File: src/hdl/hcs_pkg.sv
// Hamiltonian cycle search: shared types and constants.
// Used by the channel interfaces, the controller, the datapath and the top level.
// No dependencies.
package hcs_pkg;

   // Width of the adjacency beat and of the vertex / position result fields
   localparam int ADJ_W   = 25;
   localparam int FIELD_W = 3;

   typedef logic [FIELD_W-1:0] field_type;

   // Controller states
   typedef enum logic [1:0] {
      ST_IDLE,
      ST_SEARCH,
      ST_EMIT
   } state_type;

   // Controller to datapath
   typedef struct packed {
      logic load;   // take the adjacency beat and seed the path with vertex 0
      logic step;   // run one search step
      logic emit;   // load the next result beat into the output register
   } cmd_type;

   // Datapath to controller
   typedef struct packed {
      logic found_done;  // this step closed a cycle
      logic fail_done;   // this step backtracked past the start
      logic out_free;    // output register can take a beat this cycle
      logic emit_last;   // the beat offered now is the final one of the item
   } status_type;

endpackage

File: src/hdl/hcs_req_if.sv
// Request channel: one adjacency matrix per beat, valid/ready handshake.
// Depends on hcs_pkg.
interface hcs_req_if;
   logic                        valid;
   logic                        ready;
   logic [hcs_pkg::ADJ_W-1:0]   adjacency_bits;

   modport source (output valid, output adjacency_bits, input ready);
   modport sink   (input valid, input adjacency_bits, output ready);
endinterface

File: src/hdl/hcs_rsp_if.sv
// Response channel: one result per beat, valid/ready handshake.
// Depends on hcs_pkg.
interface hcs_rsp_if;
   logic                  valid;
   logic                  ready;
   logic                  found;
   hcs_pkg::field_type    vertex_index;
   hcs_pkg::field_type    visit_position;
   logic                  last_result;

   modport source (output valid, output found, output vertex_index,
                   output visit_position, output last_result, input ready);
   modport sink   (input valid, input found, input vertex_index,
                   input visit_position, input last_result, output ready);
endinterface

File: src/hdl/hamiltonian_cycle_search.sv
// Hamiltonian cycle search. Each request beat carries a directed adjacency
// matrix (bit row*VERTEX_COUNT+col marks the edge row -> col; bits past the
// beat width read as no edge). The block walks a depth-first search from
// vertex 0, trying the lowest-numbered free neighbour first and backtracking
// when a level runs out of candidates, until it closes a cycle back to vertex
// 0 or exhausts the search. A found cycle gives VERTEX_COUNT response beats,
// one per vertex in vertex order, with the vertex's position on the cycle;
// no cycle gives one beat with found low. last_result marks the final beat.
// After the request is taken the search runs step by step, where a step tests
// a single candidate vertex, checks the closing edge or backtracks one level.
// Response beats follow at one per cycle when the sink is ready. One item is
// in flight at a time: the next request is taken in the cycle after the final
// response beat enters the output register.
// Depends on hcs_pkg, hcs_req_if, hcs_rsp_if, hcs_ctrl and hcs_datapath.
module hamiltonian_cycle_search #(
   parameter int VERTEX_COUNT = 5
) (
   input  logic       clock,
   input  logic       reset,
   hcs_req_if.sink    req_bus,
   hcs_rsp_if.source  rsp_bus
);

   hcs_pkg::cmd_type    cmd;
   hcs_pkg::status_type status;
   logic                req_ready;

   // Sequencer
   hcs_ctrl u_ctrl (
      .clock     (clock),
      .reset     (reset),
      .req_valid (req_bus.valid),
      .req_ready (req_ready),
      .status    (status),
      .cmd       (cmd)
   );

   assign req_bus.ready = req_ready;

   // Search state and result register
   hcs_datapath #(
      .VERTEX_COUNT (VERTEX_COUNT)
   ) u_datapath (
      .clock          (clock),
      .reset          (reset),
      .adjacency_bits (req_bus.adjacency_bits),
      .cmd            (cmd),
      .status         (status),
      .rsp_bus        (rsp_bus)
   );

endmodule

File: src/hdl/hcs_ctrl.sv
// Hamiltonian cycle search: sequencing state machine.
// Depends on hcs_pkg; drives commands into hcs_datapath and reads its status.
module hcs_ctrl (
   input  logic                clock,
   input  logic                reset,
   input  logic                req_valid,
   output logic                req_ready,
   input  hcs_pkg::status_type status,
   output hcs_pkg::cmd_type    cmd
);

   hcs_pkg::state_type state_ff;
   hcs_pkg::state_type state_in;

   // State register
   always_ff @(posedge clock) begin
      if (reset) begin
         state_ff <= hcs_pkg::ST_IDLE;
      end else begin
         state_ff <= state_in;
      end
   end

   // Next state and commands
   always_comb begin
      state_in  = state_ff;
      cmd       = '0;
      req_ready = 1'b0;
      case (state_ff)
         hcs_pkg::ST_IDLE: begin
            req_ready = 1'b1;
            cmd.load  = req_valid;
            if (req_valid) begin
               state_in = hcs_pkg::ST_SEARCH;
            end
         end
         hcs_pkg::ST_SEARCH: begin
            cmd.step = 1'b1;
            if (status.found_done || status.fail_done) begin
               state_in = hcs_pkg::ST_EMIT;
            end
         end
         hcs_pkg::ST_EMIT: begin
            cmd.emit = status.out_free;
            if (status.out_free && status.emit_last) begin
               state_in = hcs_pkg::ST_IDLE;
            end
         end
         default: begin
            state_in = hcs_pkg::ST_IDLE;
         end
      endcase
   end

   // An accepted beat always starts a search
   a_load_to_search: assert property (@(posedge clock) disable iff (reset)
      (req_valid && req_ready) |=> (state_ff == hcs_pkg::ST_SEARCH))
      else $error("accepted beat did not start a search");

   // Final beat handed over returns the block to idle
   a_last_to_idle: assert property (@(posedge clock) disable iff (reset)
      (cmd.emit && status.emit_last) |=> (state_ff == hcs_pkg::ST_IDLE))
      else $error("block not idle after the final result beat");

   // A step cannot both close a cycle and exhaust the search
   a_single_outcome: assert property (@(posedge clock) disable iff (reset)
      !(status.found_done && status.fail_done))
      else $error("search reported found and not found together");

endmodule

File: src/hdl/hcs_datapath.sv
// Hamiltonian cycle search: path stacks, visited set and output register.
// Depends on hcs_pkg and hcs_rsp_if; commanded by hcs_ctrl.
module hcs_datapath #(
   parameter int VERTEX_COUNT = 5
) (
   input  logic                        clock,
   input  logic                        reset,
   input  logic [hcs_pkg::ADJ_W-1:0]   adjacency_bits,
   input  hcs_pkg::cmd_type            cmd,
   output hcs_pkg::status_type         status,
   hcs_rsp_if.source                   rsp_bus
);

   localparam int IDX_W = $clog2(VERTEX_COUNT);
   localparam int CNT_W = $clog2(VERTEX_COUNT + 1);

   typedef logic [IDX_W-1:0] idx_type;
   typedef logic [CNT_W-1:0] cnt_type;

   // Adjacency rows: adj_ff[row][col] is the edge row -> col
   logic [VERTEX_COUNT-1:0] adj_mat [VERTEX_COUNT];
   logic [VERTEX_COUNT-1:0] adj_ff  [VERTEX_COUNT];

   logic [VERTEX_COUNT-1:0] visited_ff, visited_in;
   idx_type                 pos_ff  [VERTEX_COUNT];
   idx_type                 pos_in  [VERTEX_COUNT];
   cnt_type                 cand_ff [VERTEX_COUNT];
   cnt_type                 cand_in [VERTEX_COUNT];
   idx_type                 path_ff [VERTEX_COUNT];
   idx_type                 path_in [VERTEX_COUNT];
   cnt_type                 depth_ff, depth_in;
   logic                    found_ff, found_in;
   idx_type                 emit_ff, emit_in;

   logic                    rsp_valid_ff;
   logic                    rsp_found_ff;
   hcs_pkg::field_type      rsp_vertex_ff;
   hcs_pkg::field_type      rsp_position_ff;
   logic                    rsp_last_ff;

   idx_type                 d_idx, dm1_idx, cur_idx, from_v;
   cnt_type                 dm1, dp1, cur;
   logic                    at_end, closes, exhausted, fit, backtrack, beat_last;

   // Unpack the beat into rows; bits beyond the beat width read as no edge
   for (genvar r = 0; r < VERTEX_COUNT; r++) begin : g_row
      for (genvar c = 0; c < VERTEX_COUNT; c++) begin : g_col
         localparam int BIT = r * VERTEX_COUNT + c;
         if (BIT < hcs_pkg::ADJ_W) begin : g_in
            assign adj_mat[r][c] = adjacency_bits[BIT];
         end else begin : g_out
            assign adj_mat[r][c] = 1'b0;
         end
      end
   end

   // Decode the current search step
   always_comb begin
      d_idx     = depth_ff[IDX_W-1:0];
      dm1       = depth_ff - cnt_type'(1);
      dp1       = depth_ff + cnt_type'(1);
      dm1_idx   = dm1[IDX_W-1:0];
      at_end    = (depth_ff == cnt_type'(VERTEX_COUNT));
      cur       = cand_ff[d_idx];
      cur_idx   = cur[IDX_W-1:0];
      exhausted = (cur == cnt_type'(VERTEX_COUNT));
      from_v    = path_ff[dm1_idx];
      closes    = adj_ff[path_ff[VERTEX_COUNT-1]][0];
      fit       = adj_ff[from_v][cur_idx] && !visited_ff[cur_idx];
      backtrack = at_end ? !closes : exhausted;
   end

   // Next path state
   always_comb begin
      visited_in = visited_ff;
      pos_in     = pos_ff;
      cand_in    = cand_ff;
      path_in    = path_ff;
      depth_in   = depth_ff;
      found_in   = found_ff;
      emit_in    = emit_ff;
      if (cmd.load) begin
         // Seed the path with vertex 0 at position 0
         visited_in = VERTEX_COUNT'(1);
         pos_in[0]  = '0;
         path_in[0] = '0;
         for (int i = 0; i < VERTEX_COUNT; i++) begin
            cand_in[i] = '0;
         end
         depth_in = cnt_type'(1);
      end else if (cmd.step) begin
         if (at_end && closes) begin
            found_in = 1'b1;
            emit_in  = '0;
         end else if (backtrack) begin
            if (depth_ff <= cnt_type'(1)) begin
               found_in = 1'b0;
               emit_in  = '0;
            end else begin
               // Drop the most recently placed vertex
               depth_in                    = dm1;
               visited_in[path_ff[dm1_idx]] = 1'b0;
            end
         end else if (fit) begin
            // Place the candidate and open the next level
            path_in[d_idx]      = cur_idx;
            pos_in[cur_idx]     = d_idx;
            visited_in[cur_idx] = 1'b1;
            cand_in[d_idx]      = cur + cnt_type'(1);
            depth_in            = dp1;
            if (dp1 < cnt_type'(VERTEX_COUNT)) begin
               cand_in[dp1[IDX_W-1:0]] = '0;
            end
         end else begin
            // Advance to the next candidate at this level
            cand_in[d_idx] = cur + cnt_type'(1);
         end
      end else if (cmd.emit) begin
         emit_in = emit_ff + idx_type'(1);
      end
   end

   // Search state registers
   always_ff @(posedge clock) begin
      if (cmd.load) begin
         adj_ff <= adj_mat;
      end
      visited_ff <= visited_in;
      pos_ff     <= pos_in;
      cand_ff    <= cand_in;
      path_ff    <= path_in;
      depth_ff   <= depth_in;
      found_ff   <= found_in;
      emit_ff    <= emit_in;
   end

   assign beat_last = !found_ff || (emit_ff == idx_type'(VERTEX_COUNT - 1));

   // Output register: hold a beat until taken
   always_ff @(posedge clock) begin
      if (reset) begin
         rsp_valid_ff <= 1'b0;
      end else if (cmd.emit) begin
         rsp_valid_ff <= 1'b1;
      end else if (rsp_bus.ready) begin
         rsp_valid_ff <= 1'b0;
      end
   end

   always_ff @(posedge clock) begin
      if (cmd.emit) begin
         rsp_found_ff    <= found_ff;
         rsp_vertex_ff   <= found_ff ? hcs_pkg::field_type'(emit_ff) : '0;
         rsp_position_ff <= found_ff ? hcs_pkg::field_type'(pos_ff[emit_ff]) : '0;
         rsp_last_ff     <= beat_last;
      end
   end

   assign rsp_bus.valid          = rsp_valid_ff;
   assign rsp_bus.found          = rsp_found_ff;
   assign rsp_bus.vertex_index   = rsp_vertex_ff;
   assign rsp_bus.visit_position = rsp_position_ff;
   assign rsp_bus.last_result    = rsp_last_ff;

   // Status back to the controller
   always_comb begin
      status            = '0;
      status.found_done = cmd.step && at_end && closes;
      status.fail_done  = cmd.step && backtrack && (depth_ff <= cnt_type'(1));
      status.out_free   = !rsp_valid_ff || rsp_bus.ready;
      status.emit_last  = beat_last;
   end

   // The visited set always matches the path depth while searching
   a_visited_depth: assert property (@(posedge clock) disable iff (reset)
      cmd.step |-> ($countones(visited_ff) == int'(depth_ff)))
      else $error("visited set out of step with path depth");

   // A full path has every vertex visited
   a_full_path: assert property (@(posedge clock) disable iff (reset)
      (cmd.step && at_end) |-> (&visited_ff))
      else $error("full-depth path with an unvisited vertex");

   // Never overwrite a beat that has not been taken
   a_no_overrun: assert property (@(posedge clock) disable iff (reset)
      cmd.emit |-> (!rsp_valid_ff || rsp_bus.ready))
      else $error("result beat overwritten before it was taken");

endmodule

File: src/flat_wrapper.sv
// flat-port wrapper written by rule: the top's interface ports become plain ports
module hamiltonian_cycle_search_flat 
#(
   parameter int VERTEX_COUNT = 5
)
  (clock, reset, req_bus_valid, req_bus_adjacency_bits, req_bus_ready, rsp_bus_valid, rsp_bus_found, rsp_bus_vertex_index, rsp_bus_visit_position, rsp_bus_last_result, rsp_bus_ready);
  hcs_req_if req_bus_i ();
  hcs_rsp_if rsp_bus_i ();
  input  logic clock;
  input  logic reset;
  input wire logic [$bits(req_bus_i.valid)-1:0] req_bus_valid;
  input wire logic [$bits(req_bus_i.adjacency_bits)-1:0] req_bus_adjacency_bits;
  output wire logic [$bits(req_bus_i.ready)-1:0] req_bus_ready;
  output wire logic [$bits(rsp_bus_i.valid)-1:0] rsp_bus_valid;
  output wire logic [$bits(rsp_bus_i.found)-1:0] rsp_bus_found;
  output wire logic [$bits(rsp_bus_i.vertex_index)-1:0] rsp_bus_vertex_index;
  output wire logic [$bits(rsp_bus_i.visit_position)-1:0] rsp_bus_visit_position;
  output wire logic [$bits(rsp_bus_i.last_result)-1:0] rsp_bus_last_result;
  input wire logic [$bits(rsp_bus_i.ready)-1:0] rsp_bus_ready;
  assign req_bus_i.valid = req_bus_valid;
  assign req_bus_i.adjacency_bits = req_bus_adjacency_bits;
  assign req_bus_ready = req_bus_i.ready;
  assign rsp_bus_valid = rsp_bus_i.valid;
  assign rsp_bus_found = rsp_bus_i.found;
  assign rsp_bus_vertex_index = rsp_bus_i.vertex_index;
  assign rsp_bus_visit_position = rsp_bus_i.visit_position;
  assign rsp_bus_last_result = rsp_bus_i.last_result;
  assign rsp_bus_i.ready = rsp_bus_ready;
  hamiltonian_cycle_search #(.VERTEX_COUNT(VERTEX_COUNT)) u_core (.clock(clock), .reset(reset), .req_bus(req_bus_i), .rsp_bus(rsp_bus_i));
endmodule
File: config.mk
export PLATFORM = sky130hd
export DESIGN_NAME = hamiltonian_cycle_search_flat
export DESIGN_NICKNAME = d
export VERILOG_FILES = /design/src/hdl/hcs_pkg.sv /design/src/hdl/hcs_req_if.sv /design/src/hdl/hcs_rsp_if.sv /design/src/hdl/hamiltonian_cycle_search.sv /design/src/hdl/hcs_ctrl.sv /design/src/hdl/hcs_datapath.sv /design/src/flat_wrapper.sv
export SDC_FILE = /design/constraint.sdc
export NUM_CORES = 1
export LEC_CHECK = 0
export ABC_AREA = 1
export CAP_MARGIN = 30
export CELL_PAD_IN_SITES_DETAIL_PLACEMENT = 1
export CELL_PAD_IN_SITES_GLOBAL_PLACEMENT = 1
export CORE_AREA = 8 8 120 122
export CTS_BUF_LIST = sky130_fd_sc_hd__clkbuf_4 sky130_fd_sc_hd__clkbuf_8
export CTS_CLUSTER_SIZE = 30
export DETAILED_ROUTE_END_ITERATION = 10
export DIE_AREA = 0 0 128 130
export DONT_BUFFER_PORTS = 1
export GPL_TIMING_DRIVEN = 0
export PLACE_DENSITY_LB_ADDON = 0.1
export SLEW_MARGIN = 20
export SYNTH_ARGS = -nofsm -noshare
export SYNTH_HDL_FRONTEND = slang
export SYNTH_SLANG_ARGS = --single-unit
File: constraint.sdc
create_clock -name clock -period 3.9 [get_ports clock]
set_input_delay 0.975 -clock clock [delete_from_list [all_inputs] [get_ports clock]]
set_output_delay 0.975 -clock clock [all_outputs]
set_load 0.05 [all_outputs]
==> impl_metrics.tcl, run 1 <==
set metrics [dict create \
    drtPass1Iterations 4 \
    fp.dieH_um 130 \
    vias_per_cell 4.894 \
    netlist.area_leader.share 0.3750 \
    arrival_ns 3.58 \
    rrSetupSlack_ns 0.38 \
    end_kind "flip-flop" \
    tritoncts "done" \
    core_um2 12410 \
    cap_viol_max_count 0 \
    port_buffers 0 \
    crit_chain "inv_2, buf_6, ha_1, inv_2, nor3_2, nand2_2, nand2_4, buf_6, nand2_1, nand3_1, nand2_1, o21ai_2, nand2_2, nor2_8, nand2_4, inv_2, nand2_2, nor2_1" \
    drv_slew 0 \
    rows 41 \
    synth_cell_types 39 \
    synth_top_area_cell "edfxtp_1" \
    dp.cells 746 \
    syn2layout_area_growth_pct 8.427 \
    rsz0062_at_grt "no" \
    fmax_ghz 0.2838 \
    seq_area_frac_synth 0.5061 \
    cts-htree-levels 3 \
    synth_edf_count 61 \
    pin_count 39 \
    crit_slowest_cell "dfxtp_2" \
    nets 621 \
    n_fill_cell 1495 \
    cp_slowest_stage_delay_ns 0.45 \
    cts_made_buffers 9 \
    cts.sinks 93 \
    outcome "finished clean" \
    finalCritPeriodShare 0.9035 \
    cp.required_ns 3.96 \
    grt_pass1_wl_um 19890 \
    antenna_found_initial 0 \
    setup_viol 0 \
    netlist_area_um2 4885 \
    finalSetupTns_ns 0 \
    die_x_um 128 \
    ys_ff_latch 93 \
    syn-mean-instance-area_um2 8.525 \
    initial_core_util 0.3935 \
    grt_start_max_net_pins 27 \
    worst_setup_path_start_kind "flip-flop" \
    clock_skew_ns 0.01102 \
    synth_cells 573 \
    synth.area.top_cells "edfxtp_1, dfxtp_1, nand2_1, inv_1, a21oi_1" \
    cts_setup_buffers 0 \
    detail-route-antenna-nets 0 \
    routed_wirelength_um 12130 \
    tightest_slew_ns 0.9570 \
    hold_path.class "flip-flop to flip-flop" \
    cp_top_family "simple AND/OR/NAND/NOR gates" \
    drc_errors 0 \
    track_usage 0.1554 \
    layout_min_cycle_time_ns 3.524 \
    synth_ff_type "edfxtp_1" \
    synthTopCellsByCount "nand2_1, edfxtp_1, inv_1, nor2_1, a21oi_1" \
    grt_pass1_vias 3899 \
    worst-path-buf-inv 5 \
    grt-ovfl-total 0 \
    drive_gt1_frac 0.1525 \
    path_max_fanout 10 \
    yosysMostFrequentCell "nand2_1" \
    synthArstFlopShare 0 \
    crit_type "flip-flop to flip-flop" \
    drt_iter0_markers 148 \
    vias 3729 \
    cts_root_buf "clkbuf_8" \
    wire_per_inst_um 15.92 \
    cts_buffer_depth 2 \
    die_area_um2 16640 \
    diodes 0 \
    syn_nets 609 \
    slew_headroom 0.3596 \
    insertion_delay_ns 0.38 \
    fin_cells 762 \
    final_hold_viol_count 0 \
    clk_pin_slew_ns 0.10 \
    dp_hpwl_um 9029 \
    yosys_warnings 0 \
    place.gp.congestion 0.7549 \
]
==> stage by stage <==
step | hold WS, ns | setup WS (ns) | util | instance area, um^2
2_1_floorplan | 0.4457 | 0.9510 | - | 4885
3_3_place_gp | 0.4648 | 0.2209 | 0.4108 | 5100
3_5_place_dp | 0.4665 | 0.1569 | 0.4125 | 5121
4_1_cts | 0.4844 | 0.1420 | 0.4265 | 5295
5_1_grt | 0.5022 | 0.03472 | 0.4266 | 5296
6_report | 0.4883 | 0.3764 | 0.4266 | 5296
==> worst reg2reg max path: stages, from the launching register on <==
cell,delay (ns)
dfxtp_2,0.45
inv_2,0.14
buf_6,0.18
ha_1,0.45
inv_2,0.15
nor3_2,0.20
nand2_2,0.11
nand2_4,0.14
buf_6,0.15
nand2_1,0.06
nand3_1,0.09
nand2_1,0.06
o21ai_2,0.12
nand2_2,0.10
nor2_8,0.21
nand2_4,0.08
inv_2,0.07
nand2_2,0.14
nor2_1,0.30
==> cells by family (layout without fill, tap and decap cells) <==
group | count (synthesis) | after routing | synth area share
XOR/XNOR | 4 | 4 | 0.007173
adder cells (fa/ha/maj) | 7 | 7 | 0.01793
buffers and inverters | 90 | 107 | 0.07941
flip-flops | 93 | 93 | 0.5061
AND/OR/NAND/NOR | 291 | 291 | 0.2877
AO/OA/AOI/OAI | 88 | 88 | 0.1017
==> cells in the final DEF, fill, tap and decap left out, types with 2 or more instances in the layout <==
cell type   synthesis  routed
clkinv_1            2       3
buf_2               3       3
buf_6               5       5
xnor2_1             2       2
a21oi_1            41      41
clkinv_4            0       2
clkinvlp_4          0       2
nand3_4             2       2
nand4_1             8       8
o211ai_1            4       4
or2_2               5       5
nand2_4             7       7
nand4_2             3       3
edfxtp_1           61      61
inv_4               2       2
o21ai_0            30      30
nor3_1              3       3
a31oi_1             2       2
o211ai_2            2       2
nand3b_1            4       4
nand3_1            21      21
nor3_2              6       6
o21ai_2             5       5
nor2_8              2       2
ha_1                7       7
inv_1              60      60
nand2_1           160     160
inv_2              12      12
xor2_1              2       2
dfxtp_1            32      31
nor2_2              4       4
nor2_4              3       3
clkbuf_1            5       4
nor2_1             54      54
nand2_2             8       8
clkbuf_8            0       9
==> state kept, by name, summed over array words and instances (netlist names) <==
signal                                    cells
u_core.u_datapath.found_ff                    1
u_core.u_datapath.rsp_bus.found               1
u_core.u_ctrl.state_ff                        2
u_core.u_datapath.d_idx                       3
u_core.u_datapath.rsp_bus.vertex_index        3
u_core.u_datapath.rsp_bus.visit_position      3
u_core.u_datapath.emit_ff                     3
u_core.u_datapath.visited_ff                  5
u_core.u_datapath.adj_ff                     25
u_core.u_datapath.cand_ff                    15
u_core.u_datapath.path_ff                    15
u_core.u_datapath.pos_ff                     15
u_core.u_datapath.rsp_bus.last_result         1
u_core.u_datapath.rsp_bus.valid               1
==> final timing paths <==
check / start / endpoint / cells past startpoint
worst max-delay path: u_core.u_datapath.d_idx[0]$_SDFFE_PP1P_ / u_core.u_datapath.path_ff[3]$_DFFE_PP_ / 18
worst min-delay path: u_core.u_datapath.cand_ff[10]$_SDFFE_PP0P_ / u_core.u_datapath.cand_ff[10]$_SDFFE_PP0P_ / 2
worst max register to register: u_core.u_datapath.d_idx[0]$_SDFFE_PP1P_ / u_core.u_datapath.path_ff[3]$_DFFE_PP_ / 18
worst min register to register: u_core.u_datapath.cand_ff[10]$_SDFFE_PP0P_ / u_core.u_datapath.cand_ff[10]$_SDFFE_PP0P_ / 2
==> routing by layer <==
metal | share of wire | wire length, um | global-route usage
met1 | 0.47 | 5732 | 0.1920
met2 | 0.48 | 5789 | 0.2620
met3 | 0.033 | 402 | 0.02774
met4 | 0.017 | 206 | 0.06713
met5 | 0 | 0 | 0
==> repair_timing <==
item | CTS | global route
hold endpoints to repair | 0 | 0
setup endpoints to repair | 0 | 24
resized for setup | 0 | 1
hold buffers | 0 | 0
==> cell type report <==
cell class / instances / area (um^2) / share of cell area
flip-flops and latches: 93 / 2474 / 0.4670
multi-input cells: 390 / 2024 / 0.3822
repair buffers: 1 / 20.02 / 0.003780
clock inverters: 7 / 50.05 / 0.009450
inverters: 76 / 290.3 / 0.05481
clock buffers: 9 / 123.9 / 0.02339
well taps: 172 / 215.2 / 0.04063
plain buffers: 14 / 98.84 / 0.01866
Power of run 1 is not shown: default switching activity piles up to over one toggle a cycle in this logic, so the estimate is an artifact.
==> run 2, diff against run 1 <==
Settings changed: MAX_ROUTING_LAYER set to met4.
==> impl_metrics.tcl, run 2 (synthesized netlist as in run 1, its figures left out) <==
set metrics [dict create \
    diodes 0 \
    dp_hpwl_um 9029 \
    cts-htree-levels 3 \
    die_area_um2 16640 \
    wire_per_inst_um 15.91 \
    die_x_um 128 \
    fp.dieH_um 130 \
    drt_iter0_markers 157 \
    tightest_slew_ns 0.9570 \
    slew_headroom 0.3596 \
    hold_end "u_core.u_datapath.cand_ff[10]$_SDFFE_PP0P_" \
    grt-ovfl-total 0 \
    clock_skew_ns 0.01393 \
    routed_wirelength_um 12120 \
    insertion_delay_ns 0.39 \
    cts.sinks 93 \
    setup_viol 0 \
    largest_register_ffs 25 \
    detail-route-antenna-nets 0 \
    hold_path.class "flip-flop to flip-flop" \
    finalSetupTns_ns 0 \
    drc_errors 0 \
    core_um2 12410 \
    cts_buffer_depth 2 \
    path_max_fanout 10 \
    vias 3727 \
    rsz0062_at_grt "no" \
    pin_count 39 \
    final_hold_viol_count 0 \
    antenna_found_initial 0 \
    finalCritPeriodShare 0.9017 \
    syn2layout_area_growth_pct 8.427 \
    timing.rr.end "u_core.u_datapath.pos_ff[0]$_DFFE_PP_" \
    nets 621 \
    drtPass1Iterations 4 \
    fmax_ghz 0.2844 \
    cts_root_buf "clkbuf_8" \
    cap_viol_max_count 0 \
    grt_start_max_net_pins 27 \
    fin_ws_ns 0.3835 \
    arrival_ns 3.58 \
    place_worst_setup_slack_ns 0.1569 \
    place.gp.congestion 0.7646 \
    r2r_start "u_core.u_datapath.d_idx[0]$_SDFFE_PP1P_" \
    grt_pass1_vias 3904 \
    drive_gt1_frac 0.1525 \
    initial_core_util 0.3935 \
    clk_pin_slew_ns 0.10 \
    worstHoldStart "u_core.u_datapath.cand_ff[10]$_SDFFE_PP0P_" \
    port_buffers 0 \
    end_kind "flip-flop" \
    regMostFlops "u_core.u_datapath.adj_ff" \
    grt_pass1_wl_um 19890 \
    crit_type "flip-flop to flip-flop" \
    rows 41 \
    vias_per_cell 4.891 \
    final_cell_mix "nand2_1, edfxtp_1, inv_1" \
    worst_setup_path_start_kind "flip-flop" \
    rrSetupSlack_ns 0.38 \
    cts_made_buffers 9 \
    ff2ff_path_depth 18 \
    cp.required_ns 3.96 \
    drv_slew 0 \
    outcome "finished clean" \
    tritoncts "done" \
    hold_path_depth 2 \
    layout_min_cycle_time_ns 3.516 \
    track_usage 0.1601 \
    final_common_cell "nand2_1" \
]
==> run 2: final cells by class <==
| cell class | count | area [um^2] |
|---|---|---|
| Fill cell | 1495 | 7118 |
| Sequential cell | 93 | 2474 |
| Multi-Input combinational cell | 390 | 2024 |
| Inverter | 76 | 290.3 |
| Tap cell | 172 | 215.2 |
| Clock buffer | 9 | 123.9 |
| Buffer | 14 | 98.84 |
| Clock inverter | 7 | 50.05 |
| Timing Repair Buffer | 1 | 20.02 |
==> run 2: what timing repair did <==
item | in CTS | in global routing
hold endpoints to repair | 0 | 0
setup endpoints to repair | 0 | 24
gates resized for setup | 0 | 1
buffers inserted | 0 | 0
hold buffers | 0 | 0
==> run 2: metal layers <==
| layer | global-route usage | share of wire |
|---|---|---|
| met5 | - | 0 |
| met3 | 0.02611 | 0.030 |
| met1 | 0.1938 | 0.47 |
| met4 | 0.06713 | 0.016 |
| met2 | 0.2617 | 0.48 |
==> run 2: stage by stage <==
stage	std cells	hold WS, ns	utilization	instance area (um^2)
3_5_place_dp	746	0.4665	0.4125	5121
6_report	762	0.4885	0.4266	5296
3_3_place_gp	745	0.4648	0.4108	5100
4_1_cts	762	0.4844	0.4265	5295
2_1_floorplan	573	0.4457	-	4885
5_1_grt	762	0.5022	0.4266	5296
==> run 2: worst max-delay path: stages (launching register included) <==
cell and delay (ns):
dfxtp_2 0.45, inv_2 0.14, buf_6 0.17, ha_1 0.44
inv_2 0.14, nor3_2 0.20, nand2_2 0.11, nand2_4 0.14
buf_6 0.15, nand2_1 0.06, nand3_1 0.09, nand2_1 0.06
o21ai_2 0.12, nand2_2 0.10, nor2_8 0.20, nand2_4 0.08
inv_2 0.07, nand2_2 0.15, nor3_2 0.30
==> run 2: worst max path at each step <==
stage,cells after the start,slack [ns],startpoint,endpoint
6_report,18,0.38,u_core.u_datapath.d_idx[0]$_SDFFE_PP1P_,u_core.u_datapath.pos_ff[0]$_DFFE_PP_
5_1_grt,20,0.03,u_core.u_datapath.d_idx[0]$_SDFFE_PP1P_,u_core.u_datapath.pos_ff[1]$_DFFE_PP_
4_1_cts,18,0.14,u_core.u_datapath.d_idx[0]$_SDFFE_PP1P_,u_core.u_datapath.pos_ff[0]$_DFFE_PP_
3_5_place_dp,18,0.16,u_core.u_datapath.d_idx[0]$_SDFFE_PP1P_,u_core.u_datapath.pos_ff[1]$_DFFE_PP_
3_3_place_gp,4,0.22,u_core.u_ctrl.state_ff[0]$_SDFFE_PP0P_,u_core.u_datapath.adj_ff[9]$_DFFE_PP_
2_1_floorplan,18,0.95,u_core.u_datapath.d_idx[0]$_SDFFE_PP1P_,u_core.u_datapath.pos_ff[0]$_DFFE_PP_
Power of run 2 is left out for the same reason.
